$ cat config.mk
export PLATFORM = sky130hd
export DESIGN_NAME = utf8_byte_stream_decoder_flat
export DESIGN_NICKNAME = d
export VERILOG_FILES = /design/src/rtl/u8d_pkg.sv /design/src/rtl/u8d_channel_if.sv /design/src/rtl/u8d_in_stage.sv /design/src/rtl/u8d_decode.sv /design/src/rtl/u8d_out_stage.sv /design/src/rtl/utf8_byte_stream_decoder.sv /design/src/flat_wrapper.sv
export VERILOG_INCLUDE_DIRS = /design/src /design/src/rtl
export SDC_FILE = /design/constraint.sdc
export NUM_CORES = 1
export LEC_CHECK = 0
export BUFFER_PORTS_ARGS = -buffer_cell sky130_fd_sc_hd__buf_2
export CORE_ASPECT_RATIO = 2
export CORE_UTILIZATION = 34
export DETAILED_ROUTE_END_ITERATION = 7
export PLACE_DENSITY = 0.49
export SLEW_MARGIN = 20
export SYNTH_ARGS = -nofsm -noshare
export SYNTH_HDL_FRONTEND = slang
export SYNTH_SLANG_ARGS = --single-unit
$ cat constraint.sdc
create_clock -name clock -period 2.1 [get_ports clock]
set_clock_uncertainty 0.05 [all_clocks]
set_input_delay 0.105 -clock clock [delete_from_list [all_inputs] [get_ports clock]]
set_output_delay 0.105 -clock clock [all_outputs]
set_load 0.005 [all_outputs]
$ cat src/rtl/assert_macros.svh
// Assertion macros for the RTL of the UTF-8 byte stream decoder.
// Plain defines only; the decoder top level includes this file.
`ifndef ASSERT_MACROS_SVH
`define ASSERT_MACROS_SVH

// Same-cycle implication, disabled during reset.
`define U8D_ASSERT_IMP(lbl, clk, rst, ante, cons) \
   lbl: assert property (@(posedge clk) disable iff (rst) (ante) |-> (cons)) \
      else $error("u8d: same-cycle check failed");

// Next-cycle implication, disabled during reset.
`define U8D_ASSERT_NXT(lbl, clk, rst, ante, cons) \
   lbl: assert property (@(posedge clk) disable iff (rst) (ante) |=> (cons)) \
      else $error("u8d: next-cycle check failed");

`endif

$ cat src/rtl/u8d_pkg.sv
// Package for the UTF-8 byte stream decoder: widths, byte class masks,
// pending counts and the structs passed between the decoder's modules.
`default_nettype none

package u8d_pkg;

   localparam int BYTE_W    = 8;
   localparam int CP_W      = 21;
   localparam int PEND_W    = 2;
   localparam int CONT_BITS = 6;

   typedef logic [BYTE_W-1:0] byte_type;
   typedef logic [CP_W-1:0]   cp_type;
   typedef logic [PEND_W-1:0] pend_type;

   // byte classes
   localparam byte_type ZERO_BYTE  = 8'h00;
   localparam byte_type ASCII_MASK = 8'h80;
   localparam byte_type LEAD2_MASK = 8'hE0;
   localparam byte_type LEAD2_CODE = 8'hC0;
   localparam byte_type LEAD3_MASK = 8'hF0;
   localparam byte_type LEAD3_CODE = 8'hE0;
   localparam byte_type LEAD4_MASK = 8'hF8;
   localparam byte_type LEAD4_CODE = 8'hF0;
   localparam byte_type LEAD2_PAY  = 8'h1F;
   localparam byte_type LEAD3_PAY  = 8'h0F;
   localparam byte_type LEAD4_PAY  = 8'h07;
   localparam byte_type CONT_PAY   = 8'h3F;

   // continuation bytes still owed
   localparam pend_type PEND_IDLE  = 2'd0;
   localparam pend_type PEND_ONE   = 2'd1;
   localparam pend_type PEND_TWO   = 2'd2;
   localparam pend_type PEND_THREE = 2'd3;

   typedef struct packed {
      logic     valid;
      byte_type byte_in;
   } stage_type;

   typedef struct packed {
      logic   valid;
      cp_type code_point;
      logic   end_marker;
   } result_type;

   typedef struct packed {
      pend_type pend;
      cp_type   part;
   } dec_state_type;

endpackage

`default_nettype wire

$ cat src/rtl/u8d_channel_if.sv
// Valid/ready channel interfaces for the decoder's byte input and code point
// output. Depends on u8d_pkg.
`default_nettype none

interface u8d_req_if
   import u8d_pkg::*;
   ();
   logic     valid;
   logic     ready;
   byte_type byte_in;

   modport source (output valid, output byte_in, input ready);
   modport sink   (input valid, input byte_in, output ready);
endinterface

interface u8d_rsp_if
   import u8d_pkg::*;
   ();
   logic   valid;
   logic   ready;
   cp_type code_point;
   logic   end_marker;

   modport source (output valid, output code_point, output end_marker, input ready);
   modport sink   (input valid, input code_point, input end_marker, output ready);
endinterface

`default_nettype wire

$ cat src/rtl/u8d_in_stage.sv
// Input register of the decoder: captures one byte item from the request
// channel. Depends on u8d_pkg and u8d_req_if.
`default_nettype none

module u8d_in_stage
   import u8d_pkg::*;
(
   input  wire logic clock,
   input  wire logic reset,
   u8d_req_if.sink   req_chan,
   input  wire logic advance,
   output stage_type stg
);

   logic     valid_ff, valid_in;
   byte_type byte_ff, byte_in;
   logic     take;

   assign req_chan.ready = !valid_ff || advance;
   assign take           = req_chan.valid && req_chan.ready;

   always_comb begin
      valid_in = valid_ff;
      byte_in  = byte_ff;
      if (take) begin
         valid_in = 1'b1;
         byte_in  = req_chan.byte_in;
      end else if (advance) begin
         valid_in = 1'b0;
      end
   end

   always_ff @(posedge clock) begin
      if (reset) begin
         valid_ff <= 1'b0;
      end else begin
         valid_ff <= valid_in;
      end
      byte_ff <= byte_in;
   end

   assign stg.valid   = valid_ff;
   assign stg.byte_in = byte_ff;

endmodule

`default_nettype wire

$ cat src/rtl/u8d_decode.sv
// Decode step: sequence state registers and the per-byte combinational
// decode into zero or one result. Depends on u8d_pkg.
`default_nettype none

module u8d_decode
   import u8d_pkg::*;
(
   input  wire logic     clock,
   input  wire logic     reset,
   input  wire stage_type stg,
   input  wire logic     advance,
   output result_type    res,
   output dec_state_type dst
);

   pend_type pend_ff, pend_in, pend_dec;
   cp_type   part_ff, part_in, part_cat;
   byte_type b, cont_masked;

   assign b           = stg.byte_in;
   assign cont_masked = b & CONT_PAY;
   assign part_cat    = {part_ff[CP_W-CONT_BITS-1:0], cont_masked[CONT_BITS-1:0]};
   assign pend_dec    = pend_ff - PEND_ONE;

   always_comb begin
      pend_in        = pend_ff;
      part_in        = part_ff;
      res.valid      = 1'b0;
      res.code_point = '0;
      res.end_marker = 1'b0;
      if (b == ZERO_BYTE) begin
         // end of string: drop any partial sequence
         pend_in        = PEND_IDLE;
         part_in        = '0;
         res.valid      = 1'b1;
         res.end_marker = 1'b1;
      end else if (pend_ff != PEND_IDLE) begin
         // any nonzero byte counts as a continuation
         pend_in = pend_dec;
         part_in = part_cat;
         if (pend_dec == PEND_IDLE) begin
            part_in        = '0;
            res.valid      = 1'b1;
            res.code_point = part_cat;
         end
      end else if ((b & ASCII_MASK) == ZERO_BYTE) begin
         res.valid      = 1'b1;
         res.code_point = CP_W'(b);
      end else if ((b & LEAD2_MASK) == LEAD2_CODE) begin
         pend_in = PEND_ONE;
         part_in = CP_W'(b & LEAD2_PAY);
      end else if ((b & LEAD3_MASK) == LEAD3_CODE) begin
         pend_in = PEND_TWO;
         part_in = CP_W'(b & LEAD3_PAY);
      end else if ((b & LEAD4_MASK) == LEAD4_CODE) begin
         pend_in = PEND_THREE;
         part_in = CP_W'(b & LEAD4_PAY);
      end
      // stray continuation and 11111xxx leads fall through: skipped
   end

   always_ff @(posedge clock) begin
      if (reset) begin
         pend_ff <= PEND_IDLE;
         part_ff <= '0;
      end else if (advance) begin
         pend_ff <= pend_in;
         part_ff <= part_in;
      end
   end

   assign dst.pend = pend_ff;
   assign dst.part = part_ff;

endmodule

`default_nettype wire

$ cat src/rtl/u8d_out_stage.sv
// Result register of the decoder: holds one code point item for the
// response channel. Depends on u8d_pkg and u8d_rsp_if.
`default_nettype none

module u8d_out_stage
   import u8d_pkg::*;
(
   input  wire logic  clock,
   input  wire logic  reset,
   input  wire result_type res,
   input  wire logic  load,
   u8d_rsp_if.source  rsp_chan,
   output logic       space
);

   logic   valid_ff, valid_in;
   cp_type cp_ff, cp_in;
   logic   end_ff, end_in;

   assign space = !valid_ff || rsp_chan.ready;

   always_comb begin
      valid_in = valid_ff && !rsp_chan.ready;
      cp_in    = cp_ff;
      end_in   = end_ff;
      if (load) begin
         valid_in = res.valid;
         cp_in    = res.code_point;
         end_in   = res.end_marker;
      end
   end

   always_ff @(posedge clock) begin
      if (reset) begin
         valid_ff <= 1'b0;
      end else begin
         valid_ff <= valid_in;
      end
      cp_ff  <= cp_in;
      end_ff <= end_in;
   end

   assign rsp_chan.valid      = valid_ff;
   assign rsp_chan.code_point = cp_ff;
   assign rsp_chan.end_marker = end_ff;

endmodule

`default_nettype wire

$ cat src/rtl/utf8_byte_stream_decoder.sv
// UTF-8 byte stream decoder, top level. Takes one raw byte per item on req_chan
// and returns code points on rsp_chan: an ASCII byte yields a result at once,
// a 2/3/4-byte sequence yields one result on its last byte, and a zero byte
// yields an end marker (code point 0) after dropping any partial sequence.
// Decoding is lenient: continuation bytes are not checked, overlong forms and
// surrogates pass, stray continuations and 11111xxx leads give no result.
// Rate: one byte per clock sustained while rsp_chan.ready stays high; a result
// moves from the input register through one decode step into the result
// register before it shows on rsp_chan. req_chan.ready follows rsp_chan.ready
// combinationally when both registers are full. Depends on u8d_pkg, the channel
// interfaces and the three stage modules.
`default_nettype none
`include "assert_macros.svh"

module utf8_byte_stream_decoder
   import u8d_pkg::*;
(
   input  wire logic clock,
   input  wire logic reset,
   u8d_req_if.sink   req_chan,
   u8d_rsp_if.source rsp_chan
);

   stage_type     stg;
   result_type    res;
   dec_state_type dst;
   logic          space;
   logic          advance;
   logic          end_item;
   logic          part_ok;
   logic          zero_taken;
   logic          state_clear;
   logic          stall_in;

   // The byte in the input register moves through decode whenever the
   // result register is empty or being drained this cycle.
   assign advance = stg.valid && space;

   u8d_in_stage u_in (
      .clock    (clock),
      .reset    (reset),
      .req_chan (req_chan),
      .advance  (advance),
      .stg      (stg)
   );

   // Decoder state only changes on advance, so a stalled byte is decoded
   // against the same state until it moves on.
   u8d_decode u_dec (
      .clock   (clock),
      .reset   (reset),
      .stg     (stg),
      .advance (advance),
      .res     (res),
      .dst     (dst)
   );

   u8d_out_stage u_out (
      .clock    (clock),
      .reset    (reset),
      .res      (res),
      .load     (advance),
      .rsp_chan (rsp_chan),
      .space    (space)
   );

   // terms for the checks below
   assign end_item    = rsp_chan.valid && rsp_chan.end_marker;
   assign part_ok     = (dst.pend == PEND_IDLE  && dst.part == '0) ||
                        (dst.pend == PEND_ONE   && dst.part[20:15] == '0) ||
                        (dst.pend == PEND_TWO   && dst.part[20:9] == '0) ||
                        (dst.pend == PEND_THREE && dst.part[20:3] == '0);
   assign zero_taken  = advance && stg.byte_in == ZERO_BYTE;
   assign state_clear = dst.pend == PEND_IDLE && dst.part == '0;
   assign stall_in    = stg.valid && !advance;

   // End marker items never carry a code point.
   `U8D_ASSERT_IMP(a_end_zero_cp, clock, reset, end_item, rsp_chan.code_point == '0)

   // Partial value never holds more bits than the bytes seen so far allow.
   `U8D_ASSERT_IMP(a_part_bound, clock, reset, 1'b1, part_ok)

   // A zero byte that is decoded leaves the state idle and clear.
   `U8D_ASSERT_NXT(a_zero_clears, clock, reset, zero_taken, state_clear)

   // A byte that cannot move on stays in the input register.
   `U8D_ASSERT_NXT(a_in_hold, clock, reset, stall_in, stg.valid && $stable(stg.byte_in))

endmodule

`default_nettype wire

$ cat src/flat_wrapper.sv
// flat-port wrapper written by rule: the top's interface ports become plain ports
module utf8_byte_stream_decoder_flat import u8d_pkg::*;
  (clock, reset, req_chan_valid, req_chan_byte_in, req_chan_ready, rsp_chan_valid, rsp_chan_code_point, rsp_chan_end_marker, rsp_chan_ready);
  u8d_req_if req_chan_i ();
  u8d_rsp_if rsp_chan_i ();
  input  wire logic clock;
  input  wire logic reset;
  input wire logic [$bits(req_chan_i.valid)-1:0] req_chan_valid;
  input wire logic [$bits(req_chan_i.byte_in)-1:0] req_chan_byte_in;
  output wire logic [$bits(req_chan_i.ready)-1:0] req_chan_ready;
  output wire logic [$bits(rsp_chan_i.valid)-1:0] rsp_chan_valid;
  output wire logic [$bits(rsp_chan_i.code_point)-1:0] rsp_chan_code_point;
  output wire logic [$bits(rsp_chan_i.end_marker)-1:0] rsp_chan_end_marker;
  input wire logic [$bits(rsp_chan_i.ready)-1:0] rsp_chan_ready;
  assign req_chan_i.valid = req_chan_valid;
  assign req_chan_i.byte_in = req_chan_byte_in;
  assign req_chan_ready = req_chan_i.ready;
  assign rsp_chan_valid = rsp_chan_i.valid;
  assign rsp_chan_code_point = rsp_chan_i.code_point;
  assign rsp_chan_end_marker = rsp_chan_i.end_marker;
  assign rsp_chan_i.ready = rsp_chan_ready;
  utf8_byte_stream_decoder u_core (.clock(clock), .reset(reset), .req_chan(req_chan_i), .rsp_chan(rsp_chan_i));
endmodule
[After elaboration in Yosys (flattened, before gate mapping)]
Index checks and enable logic that the tools add are counted.
Word-level totals
  input bits: 12
  logic and storage cells: 48
  output and inout port bits: 24
  register bits after elaboration: 49
Operators by class
  add/subtract/negate cells: 1
  reduce and logical (&&, ||, !) cells: 15
  muxes and demuxes: 21
  eq/ne operators: 4
Operators with widths (number)
  15-bit two-way mux: 7
  22-bit two-way mux: 3
  8-bit zero test: 2
  2-bit two-way mux: 6
  5-bit equality test (second input constant): 1
  1-bit two-way mux: 5
  5-bit nonzero test: 1
  4-bit equality test (second input constant): 1
  2-bit nonzero test: 2
  3-bit equality test (second input constant): 1
  1-bit logical AND: 3
  1-bit zero test: 3
  3-bit by 2-bit inequality test with 1-bit output (second input constant): 1
  3-bit AND reduction: 1
  2-bit zero test: 1
  1-bit logical OR: 2
  2-bit by 1-bit subtractor with 2-bit output (second input constant): 1

[Depth between registers and ports, before layout]
  depth in word-level cells: 7
  mapped depth: 6
  depth with buffers taken out: 5

[Hierarchy]
A second synthesis with hierarchy kept.
Second synthesis, totals
  cells, all modules: 185
  area total of the unflattened synthesis: 2299.7 sq um
Modules (own cells, without submodules)
  u8d_decode: seq. area each 460.4 sq um, times used 1, cells an instance 144, area an instance 1276.2 sq um
  u8d_out_stage: seq. area each 680.7 sq um, times used 1, cells an instance 26, area an instance 714.4 sq um
  u8d_in_stage: seq. area each 260.2 sq um, times used 1, cells an instance 14, area an instance 302.8 sq um
  utf8_byte_stream_decoder: seq. area each 0.0 sq um, times used 1, cells an instance 1, area an instance 6.3 sq um

[Worst setup path before layout]
No wires, ideal clock.
  path type: register to register
  start: register u_core.u_in.byte_ff[5]
  end: register u_core.u_out.cp_ff[6], in the netlist u_core.u_out.rsp_chan.code_point[6] (data pin)
  setup slack: 363 ps
  arrival: 1428 ps
  cell stages (with the launch flop): 6
  required time: 1791 ps
  buffers on the path: 1
  setup time: 259 ps
  period minus slack after synthesis: 1737 ps
  cell sequence: edfxtp_1 nor4_4 nand2_2 buf_2 a32oi_1 nor2_1
On the way
  word-level cells in the longest chain between the ends: 1
RTL lines
  from (decl): line u8d_in_stage.sv:16  | byte_type byte_ff, byte_in;
  from (signal assigned): line u8d_in_stage.sv:39  | byte_ff <= byte_in;
  8-bit zero test
  to (signal assigned): line u8d_out_stage.sv:39  | cp_ff <= cp_in;
  to (decl): line u8d_out_stage.sv:17  | cp_type cp_ff, cp_in;
Every way passes these cells.
A chain may end at the register's enable or synchronous reset.

[Final worst setup path]
  start: register u_core.u_in.byte_ff[5]
  end: register u_core.u_out.cp_ff[15], in the netlist u_core.u_out.rsp_chan.code_point[15] (data pin)
Same word-level chain as after synthesis.

==> impl_metrics.py <==
metrics = {
    "logic_synthesis": {
        "synth_warnings": 0,
        "syn_nets": 171,
        "synth-main-ff-cell": "edfxtp_1",
        "synth-seq-cells": 49,
        "yosys.area.top_type": "edfxtp_1",
        "synth_cell_type_count": 28,
        "async_flop_share_pct": 0,
        "synth_top_cell_area_share_pct": 45.7,
        "synthCells": 159,
        "ys_seq_area_share_pct": 65.0,
        "ys_top_cells_by_area": "edfxtp_1 46%, dfxtp_1 19%, and3_1 5.4%",
        "syn_avg_cell_area_um2": 12.4,
        "syn_area_um2": 1970,
        "synth-edff-count": 30,
    },
    "timing": {
        "finalSetupViolations": 0,
        "slew_violations": 0,
        "maxSlewHeadroom_pct": 39.9,
        "rsz0062_at_grt": "false",
        "whs_ps": 65.7,
        "fin_crit_ps": 1920,
        "layout_setup_ws_ps": 178,
        "finalHoldViolCount": 0,
        "post-route-period-util_pct": 91.5,
        "max_freq_ghz": 0.520,
        "finalSetupTns_ps": 0,
        "max_slew.worst_pin.slew_ps": 901,
    },
    "route": {
        "viasPerCell": 5.40,
        "route.detailed.drc": 0,
        "vias": 1457,
        "dr.pass1.iters": 4,
        "drt_iter0_drc": 26,
        "drt-wirelength-per-cell_um": 15.8,
        "ant_nets": 0,
        "wirelength_mm": 4.25,
    },
    "finish": {
        "drive_above_1_share_pct": 24.3,
        "mostFrequentLayoutCell": "buf_2",
        "antennaDiodeCount": 0,
        "stdcell_count": 270,
        "final_cell_mix": "35 x buf_2, 30 x edfxtp_1, 19 x dfxtp_1, 17 x and3_1, 16 x nand2_1",
        "nFillCells": 531,
        "area_growth_syn_to_layout_pct": 23.5,
        "nets": 221,
    },
    "floorplan": {
        "rows": 38,
        "pin_count": 36,
        "die_w_um": 55.8,
        "die_h_um": 110,
        "core-area_um2": 5520,
        "initial_core_util_pct": 35.7,
        "die-area_um2": 6120,
    },
    "power_and_ir_drop": {
        "peakVddDrop_mv": 0.446,
        "power_density_nw_per_um2": 761,
        "p_leak_nw": 0.947,
        "finalPower_mw": 1.85,
    },
    "setup_path": {
        "startpoint": "u_core.u_in.byte_ff[5]",
        "crit_slowest_cell": "edfxtp_1",
        "setup.worst_path.start_class": "flip-flop",
        "r2r_start": "u_core.u_in.byte_ff[5]",
        "crit_type": "reg2reg",
        "critPathRequiredTime_ps": 2110,
        "cpPeakStageDelay_ps": 520,
        "critical_path.cell_chain": "nor4_4, a21oi_1, and3_1",
        "cp_max_fo": 15,
        "crit_arrival_ps": 1930,
        "end_kind": "flip-flop",
    },
    "cts": {
        "cts_tree": "yes",
        "cts.clk_slew.worst_paths_ps": 90,
        "clkSinkCount": 49,
        "cts_buffer_depth": 2,
        "clock-root-buffer": "clkbuf_8",
        "cts_setup_buffers": 0,
        "numCtsBuffers": 5,
        "cts_max_level": 2,
        "clk_latency_ps": 300,
    },
    "placed_design": {
        "dp_hpwl_mm": 3.08,
        "placed_cells": 253,
        "place.gp.congestion": 0.853,
        "dpl_worst_slack_ps": 186,
        "port_buffers": 35,
    },
    "global_route": {
        "grt_pass1_vias": 1483,
        "grt_first_pass_wirelength_mm": 6.98,
        "overflow": 0,
        "grt_start_max_net_pins": 17,
        "antenna_found_initial": 0,
        "track_usage_pct": 15.1,
    },
    "job": {
        "cap_violations": 0,
    },
    "min_path": {
        "hold_path.class": "in2reg",
        "min_from": "rsp_chan_ready",
    },
    "run_status": {
        "status": "complete, no violations",
    },
}
==> per-stage QoR <==
step,cell area [um2],utilization [%]
6_report,2430,44.1
5_1_grt,2430,44.1
4_1_cts,2430,44.1
3_5_place_dp,2240,40.6
3_3_place_gp,2240,40.6
2_1_floorplan,1970,-
==> logic make-up after synthesis <==
logic type	share of synthesized area [%]
flops	65.0
simple gates	16.6
compound gates	15.7
buf+inv	2.60
==> report_power, final <==
group	switching, mW	internal (mW)	total (mW)	leakage (nW)
clock network	0.299	0.352	0.651	0.0528
registers	0.0240	1.05	1.08	0.444
logic	0.0700	0.0549	0.125	0.450
==> synth_stat cells, types with 2 or more instances <==
cell       n
buf_2      2
and2_1     7
inv_1      6
nand2b_1   2
nor2b_1    2
and3_1    17
a21oi_1   15
a31oi_1    2
edfxtp_1  30
a32o_1     4
dfxtp_1   19
nor2_1     5
nand3_1    3
o31ai_1    2
nand2_1   16
a32oi_1   10
nor4_4     2
clkbuf_1   5
==> routing by layer <==
| layer | wire length [um] | share of wire (%) | global-route usage (%) | up-vias |
|---|---|---|---|---|
| met5 | 0 | 0 | 0 | - |
| met4 | 199 | 4.7 | 9.76 | 0 |
| met3 | 120 | 2.8 | 3.06 | 15 |
| met2 | 2390 | 56 | 28.9 | 43 |
| met1 | 1550 | 36 | 14.3 | 695 |
| li1 | - | - | - | 704 |
==> sequential cells by signal, indices dropped and copies added (netlist names) <==
name / count
u_core.u_dec.part_ff: 15
u_core.u_out.rsp_chan.valid: 1
u_core.u_out.rsp_chan.end_marker: 1
u_core.u_dec.pend_ff: 2
u_core.u_in.valid_ff: 1
u_core.u_in.byte_ff: 8
u_core.u_out.rsp_chan.code_point: 21
==> critical path, delay by kind of cell, from the launching register on <==
family	cells	cell delay, ps
AO/OA/AOI/OAI	1	350
flip-flops	1	520
AND/OR/NAND/NOR	2	750
==> worst paths after layout <==
path / end / slack [ps] / cells past startpoint
setup / recovery: u_core.u_out.rsp_chan.code_point[15] / 180 / 3
setup reg to reg: u_core.u_out.rsp_chan.code_point[15] / 180 / 3
hold / removal: u_core.u_out.rsp_chan.valid / 70 / 3
hold reg to reg: u_core.u_dec.part_ff[11] / 420 / 2
==> cell type report <==
class | count | area, um2 | area share, %
Sequential cell | 49 | 1280 | 52.6
Multi-Input combinational cell | 97 | 638 | 26.2
Timing Repair Buffer | 50 | 310 | 12.8
Tap cell | 60 | 75.1 | 3.08
Clock buffer | 6 | 72.6 | 2.98
Clock inverter | 2 | 33.8 | 1.39
Inverter | 6 | 22.5 | 0.925
==> what timing repair did <==
item	4_1_cts	5_1_grt
resized for setup	0	0
hold buffers	9	0
hold endpoints to repair	9	0
Power figures use the tool's default switching activity.
